--- src/rtl/rls_pkg.sv ---
// Shared types and constants of the relocatable library splitter.
package rls_pkg;

	localparam int MAX_PARTS_DEF = 99;
	localparam logic [7:0] CLOSE_BYTE = 8'h9E;
	localparam logic [16:0] BYTES_MAX = 17'h1FFFF;
	localparam logic [16:0] MAX_LENGTH_RST = 17'd100;

	typedef struct packed {
		logic [7:0] out_byte;
		logic [6:0] part_number;
		logic       part_closed;
		logic       stream_end;
		logic       last;
	} result_t;

	typedef struct packed {
		logic mod_end;
		logic file_end;
	} parse_flags_t;

endpackage

--- src/rtl/rls_if.sv ---
// Channel interfaces: input bytes, result items and the configuration write.
interface rls_in_if;
	logic       valid;
	logic       ready;
	logic [7:0] in_byte;

	modport source (output valid, output in_byte, input ready);
	modport sink (input valid, input in_byte, output ready);
endinterface

interface rls_out_if;
	logic       valid;
	logic       ready;
	logic [7:0] out_byte;
	logic [6:0] part_number;
	logic       part_closed;
	logic       stream_end;
	logic       last;

	modport source (output valid, output out_byte, output part_number, output part_closed,
		output stream_end, output last, input ready);
	modport sink (input valid, input out_byte, input part_number, input part_closed,
		input stream_end, input last, output ready);
endinterface

interface rls_cfg_if;
	logic        valid;
	logic        ready;
	logic [16:0] data;

	modport source (output valid, output data, input ready);
	modport sink (input valid, input data, output ready);
endinterface

--- src/rtl/rel_library_splitter.sv ---
// Top level of the relocatable library splitter.
// Takes one library byte per cycle, unless the result side holds it back, and returns
// it tagged with its part number; the eight bit-steps of the item parser run within
// that cycle between the input register and the result register. A byte that ends a
// module in a full part also yields a 0x9E closing item, so the input waits while
// that byte's second item leaves the result register. After the end-file item, bytes
// are taken and dropped until reset. Configuration writes are taken in any cycle.
module rel_library_splitter #(
	parameter int MAX_PARTS = rls_pkg::MAX_PARTS_DEF
) (
	input logic        clk,
	input logic        arst_n,
	rls_in_if.sink     feed,
	rls_out_if.source  result,
	rls_cfg_if.sink    cfg
);

	logic                  valid_s1;
	logic [7:0]            byte_s1;
	logic [16:0]           max_length_q;
	logic [16:0]           part_bytes_q;
	logic [6:0]            part_count_q;
	logic                  finished_q;
	logic                  can_load;
	logic                  move;
	logic                  advance;
	logic                  close;
	logic [16:0]           bytes_inc;
	rls_pkg::parse_flags_t flags;
	rls_pkg::result_t      first;
	rls_pkg::result_t      second;

	assign move       = valid_s1 && (finished_q || can_load);
	assign advance    = move && !finished_q;
	assign feed.ready = !valid_s1 || move;
	assign cfg.ready  = 1'b1;

	always_ff @(posedge clk or negedge arst_n) begin
		if (!arst_n) begin
			valid_s1 <= 1'b0;
		end else if (feed.ready) begin
			valid_s1 <= feed.valid;
		end
	end

	always_ff @(posedge clk) begin
		if (feed.ready && feed.valid) byte_s1 <= feed.in_byte;
	end

	rls_parser u_parser (
		.clk     (clk),
		.arst_n  (arst_n),
		.advance (advance),
		.in_byte (byte_s1),
		.flags   (flags)
	);

	assign bytes_inc = (part_bytes_q != rls_pkg::BYTES_MAX) ? part_bytes_q + 17'd1
		: part_bytes_q;
	assign close = flags.mod_end && (bytes_inc >= max_length_q)
		&& (part_count_q < 7'(MAX_PARTS));

	always_ff @(posedge clk or negedge arst_n) begin
		if (!arst_n) begin
			max_length_q <= rls_pkg::MAX_LENGTH_RST;
		end else if (cfg.valid) begin
			max_length_q <= cfg.data;
		end
	end

	always_ff @(posedge clk or negedge arst_n) begin
		if (!arst_n) begin
			part_bytes_q <= 17'd0;
			part_count_q <= 7'd1;
			finished_q   <= 1'b0;
		end else if (advance) begin
			finished_q <= flags.file_end;
			if (close) begin
				part_count_q <= part_count_q + 7'd1;
				part_bytes_q <= 17'd0;
			end else begin
				part_bytes_q <= bytes_inc;
			end
		end
	end

	always_comb begin
		first.out_byte     = byte_s1;
		first.part_number  = part_count_q;
		first.part_closed  = 1'b0;
		first.stream_end   = flags.file_end;
		first.last         = !close;
		second.out_byte    = rls_pkg::CLOSE_BYTE;
		second.part_number = part_count_q;
		second.part_closed = 1'b1;
		second.stream_end  = 1'b0;
		second.last        = 1'b1;
	end

	rls_out_buf u_out_buf (
		.clk      (clk),
		.arst_n   (arst_n),
		.load     (advance),
		.load_two (close),
		.first    (first),
		.second   (second),
		.can_load (can_load),
		.result   (result)
	);

`ifndef SYNTHESIS
	a_close_is_last: assert property (@(posedge clk) disable iff (!arst_n)
		result.valid && result.part_closed |-> result.last && !result.stream_end)
		else $error("closing marker not the last item of its byte");
	a_end_is_last: assert property (@(posedge clk) disable iff (!arst_n)
		result.valid && result.stream_end |-> result.last)
		else $error("stream end item not the last item of its byte");
	a_finished_sticky: assert property (@(posedge clk) disable iff (!arst_n)
		finished_q |=> finished_q)
		else $error("finished flag cleared without reset");
	a_part_range: assert property (@(posedge clk) disable iff (!arst_n)
		part_count_q != 7'd0 && part_count_q <= 7'(MAX_PARTS))
		else $error("part count out of range");
	a_no_work_after_end: assert property (@(posedge clk) disable iff (!arst_n)
		finished_q |-> !advance)
		else $error("parser advanced after stream end");
`endif

endmodule

--- src/rtl/rls_parser.sv ---
// Bitstream parser: state registers and the eight bit-steps of one byte.
module rls_parser (
	input  logic                  clk,
	input  logic                  arst_n,
	input  logic                  advance,
	input  logic [7:0]            in_byte,
	output rls_pkg::parse_flags_t flags
);

	localparam logic [2:0] PH_LEAD       = 3'd0;
	localparam logic [2:0] PH_TYPE       = 3'd1;
	localparam logic [2:0] PH_CTRL       = 3'd2;
	localparam logic [2:0] PH_BLEN       = 3'd3;
	localparam logic [2:0] PH_BCHARS     = 3'd4;
	localparam logic [2:0] PH_SKIP       = 3'd5;
	localparam logic [2:0] PH_SKIP_A_B   = 3'd6;
	localparam logic [2:0] PH_SKIP_A_END = 3'd7;

	typedef struct packed {
		logic [2:0] phase;
		logic [4:0] bits_left;
		logic [3:0] field_value;
		logic [2:0] chars_left;
	} pstate_t;

	typedef struct packed {
		pstate_t st;
		logic    mod_end;
		logic    file_end;
	} step_t;

	function automatic pstate_t start_field(pstate_t s, logic [2:0] ph, logic [4:0] n);
		pstate_t r;
		r             = s;
		r.phase       = ph;
		r.bits_left   = n;
		r.field_value = 4'd0;
		return r;
	endfunction

	function automatic step_t step_bit(pstate_t s, logic b);
		step_t      r;
		logic [3:0] fv;
		logic [4:0] bl;
		logic [2:0] ch;
		r.st       = s;
		r.mod_end  = 1'b0;
		r.file_end = 1'b0;
		fv = {s.field_value[2:0], b};
		bl = (s.bits_left != 5'd0) ? s.bits_left - 5'd1 : 5'd0;
		ch = (s.chars_left != 3'd0) ? s.chars_left - 3'd1 : 3'd0;
		unique case (s.phase) inside
			PH_LEAD: begin
				if (b) r.st = start_field(s, PH_TYPE, 5'd2);
				else r.st = start_field(s, PH_SKIP, 5'd8);
			end
			PH_TYPE, PH_CTRL, PH_BLEN: begin
				r.st.field_value = fv;
				r.st.bits_left   = bl;
				if (bl == 5'd0) begin
					if (s.phase == PH_TYPE) begin
						if (fv != 4'd0) r.st = start_field(s, PH_SKIP, 5'd16);
						else r.st = start_field(s, PH_CTRL, 5'd4);
					end else if (s.phase == PH_CTRL) begin
						if (fv <= 4'd4) r.st = start_field(s, PH_BLEN, 5'd3);
						else if (fv <= 4'd8) r.st = start_field(s, PH_SKIP_A_B, 5'd18);
						else if (fv <= 4'd13) r.st = start_field(s, PH_SKIP, 5'd18);
						else if (fv == 4'd14) r.st = start_field(s, PH_SKIP_A_END, 5'd18);
						else begin
							r.file_end = 1'b1;
							r.st = start_field(s, PH_LEAD, 5'd0);
						end
					end else begin
						r.st.chars_left = fv[2:0];
						if (fv[2:0] == 3'd0) r.st = start_field(r.st, PH_LEAD, 5'd0);
						else r.st = start_field(r.st, PH_BCHARS, 5'd8);
					end
				end
			end
			PH_BCHARS: begin
				r.st.bits_left = bl;
				if (bl == 5'd0) begin
					r.st.chars_left = ch;
					if (ch == 3'd0) r.st = start_field(r.st, PH_LEAD, 5'd0);
					else r.st = start_field(r.st, PH_BCHARS, 5'd8);
				end
			end
			PH_SKIP, PH_SKIP_A_B, PH_SKIP_A_END: begin
				r.st.bits_left = bl;
				if (bl == 5'd0) begin
					if (s.phase == PH_SKIP_A_B) begin
						r.st = start_field(s, PH_BLEN, 5'd3);
					end else begin
						r.mod_end = (s.phase == PH_SKIP_A_END);
						r.st = start_field(s, PH_LEAD, 5'd0);
					end
				end
			end
		endcase
		return r;
	endfunction

	pstate_t state_q;
	pstate_t state_nxt;
	logic    mod_end;
	logic    file_end;

	always_comb begin
		step_t r;
		state_nxt = state_q;
		mod_end   = 1'b0;
		file_end  = 1'b0;
		for (int i = 7; i >= 0; i--) begin
			if (!mod_end && !file_end) begin
				r         = step_bit(state_nxt, in_byte[i]);
				state_nxt = r.st;
				mod_end   = r.mod_end;
				file_end  = r.file_end;
			end
		end
	end

	always_ff @(posedge clk or negedge arst_n) begin
		if (!arst_n) begin
			state_q <= '{phase: PH_LEAD, bits_left: 5'd0, field_value: 4'd0, chars_left: 3'd0};
		end else if (advance) begin
			state_q <= state_nxt;
		end
	end

	assign flags.mod_end  = mod_end;
	assign flags.file_end = file_end;

endmodule

--- src/rtl/rls_out_buf.sv ---
// Two-slot result register: the pass-through item and an optional closing marker.
module rls_out_buf (
	input  logic             clk,
	input  logic             arst_n,
	input  logic             load,
	input  logic             load_two,
	input  rls_pkg::result_t first,
	input  rls_pkg::result_t second,
	output logic             can_load,
	rls_out_if.source        result
);

	rls_pkg::result_t slot0_q;
	rls_pkg::result_t slot1_q;
	logic             valid0_q;
	logic             valid1_q;
	logic             take;

	assign take     = valid0_q && result.ready;
	assign can_load = !valid0_q || (take && !valid1_q);

	always_ff @(posedge clk or negedge arst_n) begin
		if (!arst_n) begin
			valid0_q <= 1'b0;
			valid1_q <= 1'b0;
		end else if (load) begin
			valid0_q <= 1'b1;
			valid1_q <= load_two;
		end else if (take) begin
			if (valid1_q) valid1_q <= 1'b0;
			else valid0_q <= 1'b0;
		end
	end

	always_ff @(posedge clk) begin
		if (load) begin
			slot0_q <= first;
			slot1_q <= second;
		end else if (take && valid1_q) begin
			slot0_q <= slot1_q;
		end
	end

	assign result.valid       = valid0_q;
	assign result.out_byte    = slot0_q.out_byte;
	assign result.part_number = slot0_q.part_number;
	assign result.part_closed = slot0_q.part_closed;
	assign result.stream_end  = slot0_q.stream_end;
	assign result.last        = slot0_q.last;

`ifndef SYNTHESIS
	a_pending_has_head: assert property (@(posedge clk) disable iff (!arst_n)
		valid1_q |-> valid0_q)
		else $error("pending closing marker without a head item");
`endif

endmodule

--- src/flat_wrapper.sv ---
// flat-port wrapper written by rule: the top's interface ports become plain ports
module rel_library_splitter_flat 
#(
	parameter int MAX_PARTS = rls_pkg::MAX_PARTS_DEF
)
  (clk, arst_n, feed_valid, feed_in_byte, feed_ready, result_valid, result_out_byte, result_part_number, result_part_closed, result_stream_end, result_last, result_ready, cfg_valid, cfg_data, cfg_ready);
  rls_in_if feed_i ();
  rls_out_if result_i ();
  rls_cfg_if cfg_i ();
  input logic clk;
  input logic arst_n;
  input wire logic [$bits(feed_i.valid)-1:0] feed_valid;
  input wire logic [$bits(feed_i.in_byte)-1:0] feed_in_byte;
  output wire logic [$bits(feed_i.ready)-1:0] feed_ready;
  output wire logic [$bits(result_i.valid)-1:0] result_valid;
  output wire logic [$bits(result_i.out_byte)-1:0] result_out_byte;
  output wire logic [$bits(result_i.part_number)-1:0] result_part_number;
  output wire logic [$bits(result_i.part_closed)-1:0] result_part_closed;
  output wire logic [$bits(result_i.stream_end)-1:0] result_stream_end;
  output wire logic [$bits(result_i.last)-1:0] result_last;
  input wire logic [$bits(result_i.ready)-1:0] result_ready;
  input wire logic [$bits(cfg_i.valid)-1:0] cfg_valid;
  input wire logic [$bits(cfg_i.data)-1:0] cfg_data;
  output wire logic [$bits(cfg_i.ready)-1:0] cfg_ready;
  assign feed_i.valid = feed_valid;
  assign feed_i.in_byte = feed_in_byte;
  assign feed_ready = feed_i.ready;
  assign result_valid = result_i.valid;
  assign result_out_byte = result_i.out_byte;
  assign result_part_number = result_i.part_number;
  assign result_part_closed = result_i.part_closed;
  assign result_stream_end = result_i.stream_end;
  assign result_last = result_i.last;
  assign result_i.ready = result_ready;
  assign cfg_i.valid = cfg_valid;
  assign cfg_i.data = cfg_data;
  assign cfg_ready = cfg_i.ready;
  rel_library_splitter #(.MAX_PARTS(MAX_PARTS)) u_core (.clk(clk), .arst_n(arst_n), .feed(feed_i), .result(result_i), .cfg(cfg_i));
endmodule
--- config.mk ---
export PLATFORM = sky130hd
export DESIGN_NAME = rel_library_splitter_flat
export DESIGN_NICKNAME = d
export VERILOG_FILES = /design/src/rtl/rls_pkg.sv /design/src/rtl/rls_if.sv /design/src/rtl/rel_library_splitter.sv /design/src/rtl/rls_parser.sv /design/src/rtl/rls_out_buf.sv /design/src/flat_wrapper.sv
export SDC_FILE = /design/constraint.sdc
export NUM_CORES = 1
export LEC_CHECK = 0
export BUFFER_PORTS_ARGS = -buffer_cell sky130_fd_sc_hd__buf_2
export CAP_MARGIN = 20
export CORE_MARGIN = 3
export CORE_UTILIZATION = 35
export DETAILED_ROUTE_END_ITERATION = 10
export SLEW_MARGIN = 20
export SYNTH_ARGS = -nofsm -noshare
export SYNTH_HDL_FRONTEND = slang
export SYNTH_SLANG_ARGS = --single-unit
--- constraint.sdc ---
create_clock -name clk -period 17.59 [get_ports clk]
set_input_delay 0 -clock clk [delete_from_list [all_inputs] [get_ports clk]]
set_output_delay 0 -clock clk [all_outputs]
set_load 0.05 [all_outputs]
# --- Word level (Yosys, flattened, before mapping) ---
# Index checks and enable logic that the tools add are counted.
# Widths: inputs -> output; s select.
word_totals:
  register_bits: 93
  latch_bits: 0
  mem_bits_rw: 0
  mem_bits_ro: 0
  inputBits: 30
  out_inout_bits: 21
  memories: 0
classes:
  n_addsub: 18
  n_mul: 0
  div_mod_pow: 0
  magnitude_cmp: 26
  eq_ne: 66
  shifts: 0
  n_mux: 246
  bitwise: 0
  n_reduce_logical: 113
op_table:
  columns: ["cell", "n"]
  rows:
  - ["$mux 15", 103]
  - ["$pmux 15 s4", 8]
  - ["$mux 16", 8]
  - ["$mux 14", 8]
  - ["$mux 1", 99]
  - ["$eq 3x3->1 const B", 32]
  - ["$logic_not 3->1", 24]
  - ["$le 4x4->1 const B", 16]
  - ["$eq 3x2->1 const B", 16]
  - ["$reduce_or 3->1", 16]
  - ["$logic_not 5->1", 8]
  - ["$mux 5", 8]
  - ["$reduce_bool 5->1", 8]
  - ["$sub 5x1->5 const B", 8]
  - ["$mux 18", 2]
  - ["$mux 17", 2]
  - ["$eq 4x4->1 const B", 8]
  - ["$le 4x3->1 const B", 8]
  - ["$reduce_bool 4->1", 8]
  - ["$eq 3x1->1 const B", 8]
  - ["$mux 3", 8]
  - ["$reduce_bool 3->1", 8]
  - ["$sub 3x1->3 const B", 8]
  - ["$logic_not 1->1", 19]
  - ["other kinds (10)", 28]

# --- Depth between registers and ports, before layout ---
# Gate-level depths: netlist of the first run.
logic_depth:
  word_depth: 80
  mapped_depth: 55
  depth_no_buf: 51

# --- By module ---
# Synthesis of the first run repeated with hierarchy kept, for this count alone.
hier_totals:
  hier_cells: 1555
  area_unflattened_um2: 12440.7
modules_own_cells:
  columns: ["module", "n_inst", "cells_each", "area_per_inst_um2", "seq_area_each_um2"]
  rows:
  - ["rls_parser", 1, 1202, 8164.1, 350.3]
  - ["rel_library_splitter", 1, 288, 2875.3, 1321.3]
  - ["rls_out_buf", 1, 65, 1401.3, 1131.1]

# --- Least setup slack after synthesis of the first run ---
# OpenSTA, ideal clock, no wires.
synth_timing:
  path_kind: "reg2reg"
  start: "register u_core.u_parser.state_q[7] (netlist name)"
  end: "register u_core.part_count_q[1]"
  arrival_time_ns: 10.587
  required_time_ns: 17.465
  setup_slack_ns: 6.878
  path_stages_with_launch: 46
  cell_sequence: "dfrtp_1 -> buf_2 -> inv_1 -> ha_1 -> nor4b_2 -> a41oi_1 -> buf_2 -> o311a_1 -> nor4b_1 -> nor2b_1 -> inv_1 -> ha_1 -> or4_1 -> o311a_4 -> o311a_1 -> nor4_4 -> buf_2 -> nand3_1 -> (+10 left out) -> a21oi_2 -> o32a_1 -> nand2_1 -> ha_1 -> or3_1 -> o311ai_2 -> a41oi_2 -> nor3_1 -> nor2_1 -> nor4_1 -> inv_1 -> ha_1 -> xor2_1 -> nand3_1 -> a221oi_4 -> a41o_2 -> nand2_2 -> mux2_4"
synth_via:
  elab_chain_cells: 69
  elab_cells_between_ends: 358
synth_lines:
  columns: ["item", "line_no", "rtl"]
  rows:
  - ["from (decl)", "rls_parser.sv:103", "pstate_t state_q;"]
  - ["from (signal assigned)", "rls_parser.sv:125", "state_q <= '{phase: PH_LEAD, bits_left: 5'd0, field_value: 4'd0, chars_left: 3'd0};"]
  - ["from (signal assigned)", "rls_parser.sv:127", "state_q <= state_nxt;"]
  - ["$sub 5x1->5 or $reduce_bool 5->1 (tied branches)", "rls_parser.sv:50", "bl = (s.bits_left != 5'd0) ? s.bits_left - 5'd1 : 5'd0;"]
  - ["$mux 5 *", "rls_parser.sv:50", null]
  - ["parallel branches: the longest is 63 deep, another holds $le 4x4->1", null, null]
  - ["$mux 1 *", "rls_parser.sv:114", "if (!mod_end && !file_end) begin"]
  - ["$logic_and 1x1->1 *", "rel_library_splitter.sv:60", "assign close = flags.mod_end && (bytes_inc >= max_length_q)"]
  - ["$logic_and 1x1->1 *", "rel_library_splitter.sv:61", "&& (part_count_q < 7'(MAX_PARTS));"]
  - ["$reduce_and 2->1 (no source line) *", null, null]
  - ["to (signal assigned)", "rel_library_splitter.sv:79", "part_count_q <= part_count_q + 7'd1;"]
  - ["to (decl)", "rel_library_splitter.sv:22", "logic [6:0] part_count_q;"]
# Every way passes the cells marked *.
# A chain may end at the register's enable or synchronous reset.

# --- Worst setup path after layout of the first run ---
layout_timing:
  start: "register u_core.u_parser.state_q[7] (netlist name)"
  end: "register u_core.u_out_buf.slot0_q (netlist bit u_core.u_out_buf.result.last), data pin"
layout_via:
  elab_chain_cells: 70
  elab_cells_between_ends: 359
layout_lines:
  columns: ["item", "line_no", "rtl"]
  rows:
  - ["$sub 5x1->5 or $reduce_bool 5->1 (tied branches)", "rls_parser.sv:50", null]
  - ["$mux 5 *", "rls_parser.sv:50", null]
  - ["parallel branches: the longest is 63 deep, another holds $le 4x4->1", null, null]
  - ["$mux 1 *", "rls_parser.sv:114", null]
  - ["$logic_and 1x1->1 *", "rel_library_splitter.sv:60", null]
  - ["$logic_and 1x1->1 *", "rel_library_splitter.sv:61", null]
  - ["$logic_not 1->1 *", "rel_library_splitter.sv:92", "first.last = !close;"]
  - ["$mux 18 *", "rls_out_buf.sv:36", "if (load) begin"]
  - ["to (signal assigned)", "rls_out_buf.sv:37", "slot0_q <= first;"]
  - ["to (signal assigned)", "rls_out_buf.sv:40", "slot0_q <= slot1_q;"]
  - ["to (decl)", "rls_out_buf.sv:13", "rls_pkg::result_t slot0_q;"]
# Marked as above.

==> Flow_metrics.wiki, run 1 <==
{| class="wikitable"
! Metric !! Value
|-
| Outcome || completed
|-
| Maximum fanout along the worst path || 25
|-
| Total nets after synthesis || 1,600
|-
| Reg-to-reg setup timing slack || 3170 ps
|-
| Worst setup slack before clock tree synthesis || 3505 ps
|-
| Per-cell via count in the routed design || 6.442
|-
| Fraction of synthesized cell area taken by the top area cell type || 11.82%
|-
| Top achievable clock speed || 69.34 MHz
|-
| Post-Layout Cell Count || 1,994
|-
| Startpoint of the most critical setup path || u_core.u_parser.state_q[7]
|-
| Post-layout nets || 1,614
|-
| RSZ-0062 raised after global routing || false
|-
| Total Routed Length || 40,890 µm
|-
| Hpwl dp || 30,720 µm
|-
| Type of the worst min-delay path || primary input to flop
|-
| Most used DFF post-synth || dfrtp_1
|-
| Startpoint type of the worst setup path || flop
|-
| R2r worst-path depth || 37
|-
| Clock tree from TritonCTS || done
|-
| Max Buffers Root-to-Sink || 2
|-
| Total congestion overflow || 0
|-
| Wire length of the first global-routing pass || 66,100 µm
|-
| Slowest cell on the critical path || a41oi_1
|-
| GRT met3 Usage || 2.847%
|-
| Root buffer cell || clkbuf_16
|-
| DRC violations left || 0
|-
| Quantity of I/O buffers inserted on ports || 49
|-
| Category of the critical setup timing path || flop to flop
|-
| Clock buffers created by TritonCTS || 9
|-
| Post-synth EDFFs || 32
|-
| Post-layout worst setup margin || 3168 ps
|-
| Worst Path Required || 17,710 ps
|-
| Most frequent cell after synthesis || nand2_1
|-
| Effective utilization at floorplan || 35.69%
|-
| Height of the chip || 188.4 µm
|-
| Number of antenna diodes || 0
|-
| Actual slew at the worst max-slew pin || 1057 ps
|-
| Number of cells in the design after placement || 1,950
|-
| Area contributors post-synth || dfrtp_1 12%, edfxtp_1 8.3%, nand2_1 5.2%
|-
| Max incr delay on CP || 880 ps
|-
| Clock-pin slew reported for the worst setup and hold paths after clock tree synthesis || 90 ps
|-
| Total routing resource utilization after global routing || 22.42%
|-
| Final setup violation count || 0
|-
| Ports || 51
|-
| Post-synth design cell area || 11,640 µm²
|-
| Number of antenna violations at the first check in global routing || 0
|-
| Maximum number of pins on one net before global-route repair || 60
|-
| Placeable Area || 32,620 µm²
|-
| Slew Viols, Final || 0
|-
| Die Span X || 188.4 µm
|-
| Iteration-0 DRC count of the detailed router || 1,393
|-
| Cell repeated most along the worst path || ha_1
|-
| Number of max-capacitance violations reported || 0
|-
| Data arrival at the endpoint of the critical path || 14,540 ps
|-
| Worst clock skew || 15.42 ps
|-
| Number of routed nets with antenna violations || 0
|-
| Element type at the critical path end || flop
|-
| Number of warnings reported in the yosys synthesis log || 0
|-
| First drt pass iteration count || 6
|-
| Deepest level of the CTS H-tree || 3
|-
| Post-layout minimum cycle time || 14,420 ps
|-
| GR Layer Usage met1 || 31.04%
|-
| Sinks on Clock Net || 92
|-
| Largest area contributor in the netlist || dfrtp_1
|-
| Setup tns final || 0 ps
|-
| Most Crowded Layer GR || met2
|-
| Share of post-route cells with drive strength above 1 || 11.66%
|-
| Buffers inserted during post-CTS setup optimization || 0
|-
| Layout area overhead || 9.415%
|-
| Final number of hold-violating endpoints || 0
|-
| Clock insertion delay at the later pin of the skew report || 380 ps
|-
| FF-to-FF End || u_core.u_out_buf.result.last
|-
| Seq/Total Area, Yosys || 21.15%
|-
| Most common library cells after synthesis || 160 x nand2_1, 113 x nor2_1, 97 x a21oi_1
|-
| Ratio of final minimum period to clock period || 81.99%
|-
| Area of the die || 35,490 µm²
|-
| Post-cts resize count || 0
|-
| Avg Synthesized Cell Area || 7.594 µm²
|-
| Vias in the first global route || 11,812
|-
| Met2 layer usage reported by global route || 36.17%
|-
| Worst Setup EP || u_core.u_out_buf.result.last
|-
| Synthesized flop and latch total || 92
|-
| Number of placement rows || 66
|-
| Fraction of registers with async set or reset after synthesis || 64.13%
|-
| Number of distinct library cells after synthesis || 125
|-
| Global placer's final weighted congestion || 0.9468
|-
| Synth Instances || 1,533
|-
| Vias || 12,846
|-
| Average wire per cell in the routed design || 20.50 µm
|-
| Beginning of the worst register-to-register path || u_core.u_parser.state_q[7]
|-
| Relative slew slack || 28.98%
|}
==> cell usage in the layout, fill, tap and decap left out, drive strengths merged, types with 26 or more instances in the layout <==
master and n:
a21oi 98, a31oi 32, buf 63, dfrtp 55, dlygate4sd3 28, edfxtp 32
ha 37, inv 68, nand2 162, nand3 69, nand4 36, nor2 118
nor3 51, nor4 26, o21ai 120
==> worst min path at each step <==
stage	cells after the start	end	slack (ps)	from
2_1_floorplan	0	u_core.finished_q	-300	arst_n
3_3_place_gp	1	u_core.byte_s1[0]	180	feed_in_byte[0]
3_5_place_dp	1	u_core.byte_s1[3]	180	feed_in_byte[3]
4_1_cts	3	u_core.max_length_q[5]	40	cfg_valid
5_1_grt	3	u_core.max_length_q[6]	100	cfg_valid
6_report	3	u_core.max_length_q[6]	50	cfg_valid
==> flip-flops by register name, indices dropped and copies added, names as in the netlist <==
signal / count
u_core.max_length_q: 17
u_core.part_bytes_q: 17
u_core.u_parser.state_q: 14
u_core.byte_s1: 8
u_core.u_out_buf.result.out_byte: 8
u_core.part_count_q: 7
u_core.u_out_buf.result.part_number: 7
u_core.u_out_buf.slot1_q: 7
u_core.finished_q: 1
u_core.u_out_buf.result.last: 1
u_core.u_out_buf.result.part_closed: 1
u_core.u_out_buf.result.stream_end: 1
u_core.u_out_buf.result.valid: 1
u_core.u_out_buf.valid1_q: 1
u_core.valid_s1: 1
==> worst max-delay path, delay by kind of cell, from the launching register on <==
family                   cells  cell delay, ps
adder cells (fa/ha/maj)      4            1000
AO/OA/AOI/OAI               12            6090
XOR/XNOR                     1             200
flip-flops                   1             540
AND/OR/NAND/NOR             17            5940
buffers and inverters        3             350
==> cells by family after synthesis <==
logic type                 after synthesis  share of synthesized area, %
xor gates and xnor gates                27                         2.031
and+or+nand+nor                        616                         27.77
AOI/OAI and AO/OA                      585                         37.33
DFF                                     92                         21.15
adders and majority gates               41                         4.321
muxes                                   20                         1.849
buffers and inverters                  151                         5.514
other                                    1                       0.03221
==> stage by stage <==
step	instance area, µm²	hold slack (ps)	util, %
6_report	12740	46.24	39.05
5_1_grt	12740	95.16	39.05
4_1_cts	12740	40.44	39.05
3_5_place_dp	12150	180.4	37.24
3_3_place_gp	12150	176.3	37.24
2_1_floorplan	11640	-295.6	-
==> final cells by class <==
| type | instances | area (µm²) |
|---|---|---|
| Multi-Input combinational cell | 1290 | 8546 |
| Sequential cell | 92 | 2462 |
| Timing Repair Buffer | 91 | 630.6 |
| Tap cell | 442 | 553.0 |
| Clock buffer | 9 | 225.2 |
| Fill cell | 3413 | 19880 |
| Clock inverter | 7 | 83.83 |
| Inverter | 63 | 236.5 |
==> timing repair <==
| action | CTS | global route |
|---|---|---|
| hold buffers | 28 | 0 |
| setup endpoints to repair | 0 | 0 |
| hold endpoints to repair | 82 | 0 |
==> layer usage <==
metal | wire, µm | up-vias | share of wire (%)
met5 | 0 | - | 0
met4 | 1524 | 0 | 3.7
met3 | 2733 | 107 | 6.7
met2 | 18650 | 594 | 46
met1 | 17980 | 6155 | 44
li1 | - | 5990 | -
Power of run 1 is left out: the tool's default activity adds up to more than one toggle a clock period on the data nets, which glitch-free logic cannot reach.
==> run 2, diff against run 1 <==
==> constraint.sdc (replaced) <==
create_clock -name clk -period 13.72 [get_ports clk]
set_input_delay 0 -clock clk [delete_from_list [all_inputs] [get_ports clk]]
set_output_delay 0 -clock clk [all_outputs]
set_load 0.05 [all_outputs]
==> Flow_metrics.wiki, run 2 (synthesis results as in run 1) <==
{| class="wikitable"
! Metric !! Value
|-
| Most frequent cells in the layout || 160 x nand2_1, 112 x nor2_1, 97 x a21oi_1, 82 x o21ai_0, 68 x nand3_1
|-
| Clock buffers created by TritonCTS || 9 (unchanged)
|-
| Height of the chip || 188.4 µm (unchanged)
|-
| Sinks on Clock Net || 92 (unchanged)
|-
| Area of combinational cells with multiple inputs || 8582 µm² (+0.42%)
|-
| Die Span X || 188.4 µm (unchanged)
|-
| Setup tns final || 0 ps (unchanged)
|-
| DRC violations left || 0 (unchanged)
|-
| Beginning of the worst register-to-register path || u_core.u_parser.state_q[7]
|-
| Total routing resource utilization after global routing || 22.47% (+0.053 points)
|-
| Data arrival at the endpoint of the critical path || 12,990 ps (-1550 ps)
|-
| Slowest cell on the critical path || a32oi_1
|-
| R2r worst-path depth || 36 (-2.7%)
|-
| Outcome || completed
|-
| Total Routed Length || 41,050 µm (+0.41%)
|-
| Final number of hold-violating endpoints || 0 (unchanged)
|-
| Slew Viols, Final || 0 (unchanged)
|-
| Post-layout minimum cycle time || 12,860 ps (-1562 ps)
|-
| Worst clock skew || 18.13 ps (+2.712 ps)
|-
| Deepest level of the CTS H-tree || 3 (unchanged)
|-
| Ports || 51 (unchanged)
|-
| Vias in the first global route || 12,175 (+3.1%)
|-
| FF-to-FF End || u_core.u_out_buf.result.last
|-
| Post-layout worst setup margin || 860.1 ps (-2308 ps)
|-
| Vias || 13,001 (+1.2%)
|-
| Number of antenna violations at the first check in global routing || 0 (unchanged)
|-
| Total congestion overflow || 0 (unchanged)
|-
| Hpwl dp || 30,600 µm (-0.39%)
|-
| Leading cell type in the layout, fill and taps excluded || nand2_1
|-
| RSZ-0062 raised after global routing || false
|-
| Cell depth of the worst min-delay path || 3 (unchanged)
|-
| Clock tree from TritonCTS || done
|-
| Number of placement rows || 66 (unchanged)
|-
| Wire length of the first global-routing pass || 66,110 µm (about the same)
|-
| Max incr delay on CP || 770 ps (-110 ps)
|-
| Effective utilization at floorplan || 35.69% (unchanged)
|-
| Register cell area after layout || 2462 µm² (unchanged)
|-
| Worst path buffer plus inverter count || 3 (unchanged)
|-
| Category of the critical setup timing path || flop to flop
|-
| Element type at the critical path end || flop
|-
| Per-cell via count in the routed design || 6.501 (+0.90%)
|-
| Reg-to-reg setup timing slack || 860 ps (-2310 ps)
|-
| Top achievable clock speed || 77.76 MHz (+12%)
|-
| Max Buffers Root-to-Sink || 2 (unchanged)
|-
| Post-layout nets || 1,620 (+0.37%)
|-
| Area of the die || 35,490 µm² (unchanged)
|-
| Final setup violation count || 0 (unchanged)
|-
| Type of the worst min-delay path || primary input to flop
|-
| Startpoint type of the worst setup path || flop
|-
| Ratio of final minimum period to clock period || 93.73% (+12 points)
|-
| Number of max-capacitance violations reported || 0 (unchanged)
|-
| Root buffer cell || clkbuf_16
|-
| Number of routed nets with antenna violations || 0 (unchanged)
|-
| Layout area overhead || 10.16%
|-
| Global placer's final weighted congestion || 0.9610 (+1.5%)
|-
| Iteration-0 DRC count of the detailed router || 1,596 (+15%)
|-
| Average wire per cell in the routed design || 20.53 µm (+0.11%)
|-
| Regs by FF count || u_core.max_length_q (17), u_core.part_bytes_q (17), u_core.u_parser.state_q (14)
|-
| Worst setup slack before clock tree synthesis || 748.3 ps (-2756 ps)
|-
| Largest delay contributor family on the critical path || simple AND/OR/NAND/NOR gates
|-
| Clock-pin slew reported for the worst setup and hold paths after clock tree synthesis || 90 ps (about the same)
|-
| Maximum fanout along the worst path || 24 (-4.0%)
|-
| Worst Setup EP || u_core.u_out_buf.result.last
|-
| Clock insertion delay at the later pin of the skew report || 380 ps (about the same)
|-
| Maximum number of pins on one net before global-route repair || 60 (unchanged)
|-
| Quantity of I/O buffers inserted on ports || 49 (unchanged)
|-
| Number of antenna diodes || 0 (unchanged)
|-
| Startpoint of the most critical setup path || u_core.u_parser.state_q[7]
|-
| Placeable Area || 32,620 µm² (unchanged)
|-
| Depth of the critical timing path with buffers and inverters included || 36 (-2.7%)
|-
| Share of post-route cells with drive strength above 1 || 12.39% (+0.73 points)
|-
| Relative slew slack || 29.74% (+0.76 points)
|-
| Worst Path Required || 13,850 ps (-3860 ps)
|-
| Fill count || 3,436 (+0.67%)
|-
| Buffers inserted during post-CTS setup optimization || 0 (unchanged)
|-
| First drt pass iteration count || 6 (unchanged)
|-
| Cell repeated most along the worst path || ha_1
|-
| Actual slew at the worst max-slew pin || 1052 ps (-5.270 ps)
|}
==> run 2: cell count changes in the layout (fill, tap and decap cells not counted), sizes merged <==
| cell | delta |
|---|---|
| buf | +5 |
| clkinv | +1 |
| dlygate4sd3 | +1 |
| inv | -1 |
==> run 2: worst min-delay path: cells and delay by family <==
kind / cells / cell delay, ps
simple gates: 1 / 100
compound gates: 1 / 70
buf+inv: 1 / 240
==> run 2: final cells by class <==
class / count / area share, %
tap: 442 / 4.313
multi-input combinational: 1290 / 66.92
timing repair buffer: 97 / 5.288
clock inverter: 7 / 0.6732
sequential: 92 / 19.20
clock buffer: 9 / 1.756
inverter: 63 / 1.844
==> run 2: per-stage QoR <==
step	hold WS (ps)	instance area (µm²)	utilization, %	instances
final	48.89	12820	39.31	2000
after global routing	88.96	12820	39.31	2000
after CTS	40.49	12790	39.20	2000
after detailed placement	180.3	12190	37.36	1955
after global placement	177.6	12190	37.36	1955
after floorplan	-295.6	11640	-	1533
==> run 2: how the worst min path moves through the flow <==
stage                              to       startpoint  slack [ps]
4_1_cts        u_core.max_length_q[5]        cfg_valid          40
2_1_floorplan       u_core.finished_q           arst_n        -300
3_3_place_gp        u_core.byte_s1[3]  feed_in_byte[3]         180
6_report       u_core.max_length_q[5]        cfg_valid          50
3_5_place_dp        u_core.byte_s1[6]  feed_in_byte[6]         180
5_1_grt        u_core.max_length_q[6]        cfg_valid          90
==> run 2: repair_timing <==
action | 4_1_cts | 5_1_grt
hold endpoints to repair | 82 | 0
endpoints found under the setup margin | 0 | 39
hold buffers | 29 | 0
gates resized for setup | 0 | 6
==> run 2: per-layer routing <==
| layer | part of all wire, % | global-route usage [%] |
|---|---|---|
| met3 | 7.6 | 4.149 |
| met2 | 45 | 35.71 |
| met4 | 4.8 | 9.968 |
| met5 | 0 | 0 |
| met1 | 43 | 29.85 |
Power of run 2 is left out for the same reason.
==> run 3, diff against run 2 <==
--- a/config.mk
+++ b/config.mk
@@ -10,6 +10,7 @@
 export CORE_MARGIN = 3
 export CORE_UTILIZATION = 35
 export DETAILED_ROUTE_END_ITERATION = 10
+export REMOVE_ABC_BUFFERS = 1
 export SLEW_MARGIN = 20
 export SYNTH_ARGS = -nofsm -noshare
 export SYNTH_HDL_FRONTEND = slang
==> Flow_metrics.wiki, run 3 (synthesis results as in run 1) <==
{| class="wikitable"
! Metric !! Value
|-
| Outcome || completed
|-
| FF-to-FF End || u_core.part_count_q[1]
|-
| Worst Path Required || 13,970 ps (+120 ps)
|-
| RSZ-0062 raised after global routing || false
|-
| Vias || 13,042 (+0.32%)
|-
| Deepest level of the CTS H-tree || 3 (unchanged)
|-
| Beginning of the worst register-to-register path || u_core.u_parser.state_q[7]
|-
| Final setup violation count || 0 (unchanged)
|-
| Max incr delay on CP || 710 ps (-60 ps)
|-
| Cell repeated most along the worst path || ha_1
|-
| Most frequent cells in the layout || 160 x nand2_1, 113 x nor2_1, 97 x a21oi_1, 82 x o21ai_0, 68 x nand3_1
|-
| Iteration-0 DRC count of the detailed router || 1,679 (+5.2%)
|-
| Maximum fanout along the worst path || 24 (unchanged)
|-
| Startpoint type of the worst setup path || flop
|-
| Average wire per cell in the routed design || 20.19 µm (-1.7%)
|-
| Wire length of the first global-routing pass || 64,540 µm (-2.4%)
|-
| Area of the die || 35,490 µm² (unchanged)
|-
| Slew Viols, Final || 0 (unchanged)
|-
| Max Buffers Root-to-Sink || 2 (unchanged)
|-
| R2r worst-path depth || 38 (+5.6%)
|-
| Regs by FF count || u_core.max_length_q (17), u_core.part_bytes_q (17), u_core.u_parser.state_q (14)
|-
| Height of the chip || 188.4 µm (unchanged)
|-
| Number of max-capacitance violations reported || 0 (unchanged)
|-
| Relative slew slack || 34.27% (+4.5 points)
|-
| Clock-pin slew reported for the worst setup and hold paths after clock tree synthesis || 80 ps (about the same)
|-
| Startpoint of the most critical setup path || u_core.u_parser.state_q[7]
|-
| Leading cell type in the layout, fill and taps excluded || nand2_1
|-
| Number of antenna violations at the first check in global routing || 1 (+1)
|-
| Hpwl dp || 30,060 µm (-1.7%)
|-
| Quantity of I/O buffers inserted on ports || 49 (unchanged)
|-
| Type of the worst min-delay path || primary input to flop
|-
| DRC violations left || 0 (unchanged)
|-
| Global placer's final weighted congestion || 0.9935 (+3.4%)
|-
| Number of routed nets with antenna violations || 0 (unchanged)
|-
| Ratio of final minimum period to clock period || 92.61% (-1.1 points)
|-
| Total Routed Length || 40,450 µm (-1.5%)
|-
| Clock buffers created by TritonCTS || 9 (unchanged)
|-
| First drt pass iteration count || 8 (+2)
|-
| Total routing resource utilization after global routing || 21.90% (-0.57 points)
|-
| Fill count || 3,348 (-2.6%)
|-
| Post-layout nets || 1,624 (+0.25%)
|-
| Final number of hold-violating endpoints || 0 (unchanged)
|-
| Sinks on Clock Net || 92 (unchanged)
|-
| Number of antenna diodes || 0 (unchanged)
|-
| Share of post-route cells with drive strength above 1 || 12.42% (+0.032 points)
|-
| Root buffer cell || clkbuf_16
|-
| Category of the critical setup timing path || flop to flop
|-
| Vias in the first global route || 11,781 (-3.2%)
|-
| Die Span X || 188.4 µm (unchanged)
|-
| Worst clock skew || 33.74 ps (+15.61 ps)
|-
| Actual slew at the worst max-slew pin || 980.0 ps (-71.90 ps)
|-
| Reg-to-reg setup timing slack || 1010 ps (+150 ps)
|-
| Ports || 51 (unchanged)
|-
| Number of placement rows || 66 (unchanged)
|-
| Post-layout minimum cycle time || 12,710 ps (-154.2 ps)
|-
| Design area || 12,830 µm² (about the same)
|-
| Element type at the critical path end || flop
|-
| Clock tree from TritonCTS || done
|-
| Layout area overhead || 10.21% (about the same)
|-
| Top achievable clock speed || 78.70 MHz (+1.2%)
|-
| Total congestion overflow || 0 (unchanged)
|-
| Effective utilization at floorplan || 35.69% (unchanged)
|-
| Clock insertion delay at the later pin of the skew report || 390 ps (about the same)
|-
| Buffers inserted during post-CTS setup optimization || 0 (unchanged)
|-
| Data arrival at the endpoint of the critical path || 12,950 ps (-40 ps)
|-
| Placeable Area || 32,620 µm² (unchanged)
|-
| Post-placement cell area || 12,220 µm² (+0.31%)
|-
| Post-route core utilization || 39.33% (about the same)
|-
| Worst Setup EP || u_core.part_count_q[1]
|-
| Per-cell via count in the routed design || 6.508 (+0.12%)
|-
| Maximum number of pins on one net before global-route repair || 60 (unchanged)
|-
| Slowest cell on the critical path || a32oi_1
|-
| Setup tns final || 0 ps (unchanged)
|}
[run 3: layout make-up]
| type | count | area [µm²] | share of cell area (%) |
|---|---|---|---|
| well taps | 442 | 553.0 | 4.311 |
| inverters | 63 | 236.5 | 1.843 |
| clock inverters | 4 | 35.03 | 0.2731 |
| multi-input cells | 1290 | 8569 | 66.79 |
| flip-flops and latches | 92 | 2462 | 19.19 |
| repair buffers | 101 | 705.7 | 5.500 |
| clock buffers | 12 | 267.8 | 2.087 |
[run 3: through the flow]
step	hold WS, ps	setup WS, ps	instances
after floorplan	-295.6	1882	1445
after global placement	177.7	1274	1960
after detailed placement	178.1	924.8	1960
after CTS	83.06	891.6	2004
after global routing	161.4	113.4	2004
final	86.17	1014	2004
[run 3: routing by layer]
metal / global-route usage, % / vias to the layer above / part of all wire (%)
met3: 3.367 / 101 / 8.6
met4: 5.557 / 0 / 2.6
met1: 31.77 / 6141 / 46
met5: 0 / - / 0
li1: - / 6044 / -
met2: 34.06 / 756 / 43
[run 3: critical path, delay by kind of cell, from the launching register on]
kind	cells	cell delay (ps)
AND/OR/NAND/NOR	17	5670
AO/OA/AOI/OAI	11	4230
adder cells (fa/ha/maj)	4	970
buffers and inverters	4	610
flip-flops	1	510
multiplexers	1	320
XOR/XNOR	1	230
[run 3: timing repair]
item,4_1_cts,5_1_grt
hold buffers,28,0
endpoints found under the setup margin,0,13
resized for setup,0,4
hold endpoints to repair,82,0
[run 3: how the worst min path moves through the flow]
stage,startpoint,end,cells after the start,slack [ps]
after global placement,feed_in_byte[3],u_core.byte_s1[3],1,180
after global routing,cfg_valid,u_core.max_length_q[16],2,160
after detailed placement,feed_in_byte[5],u_core.byte_s1[5],1,180
after floorplan,arst_n,u_core.finished_q,0,-300
after CTS,cfg_valid,u_core.max_length_q[5],3,80
final,cfg_valid,u_core.max_length_q[5],3,90
Power of run 3 is left out for the same reason.
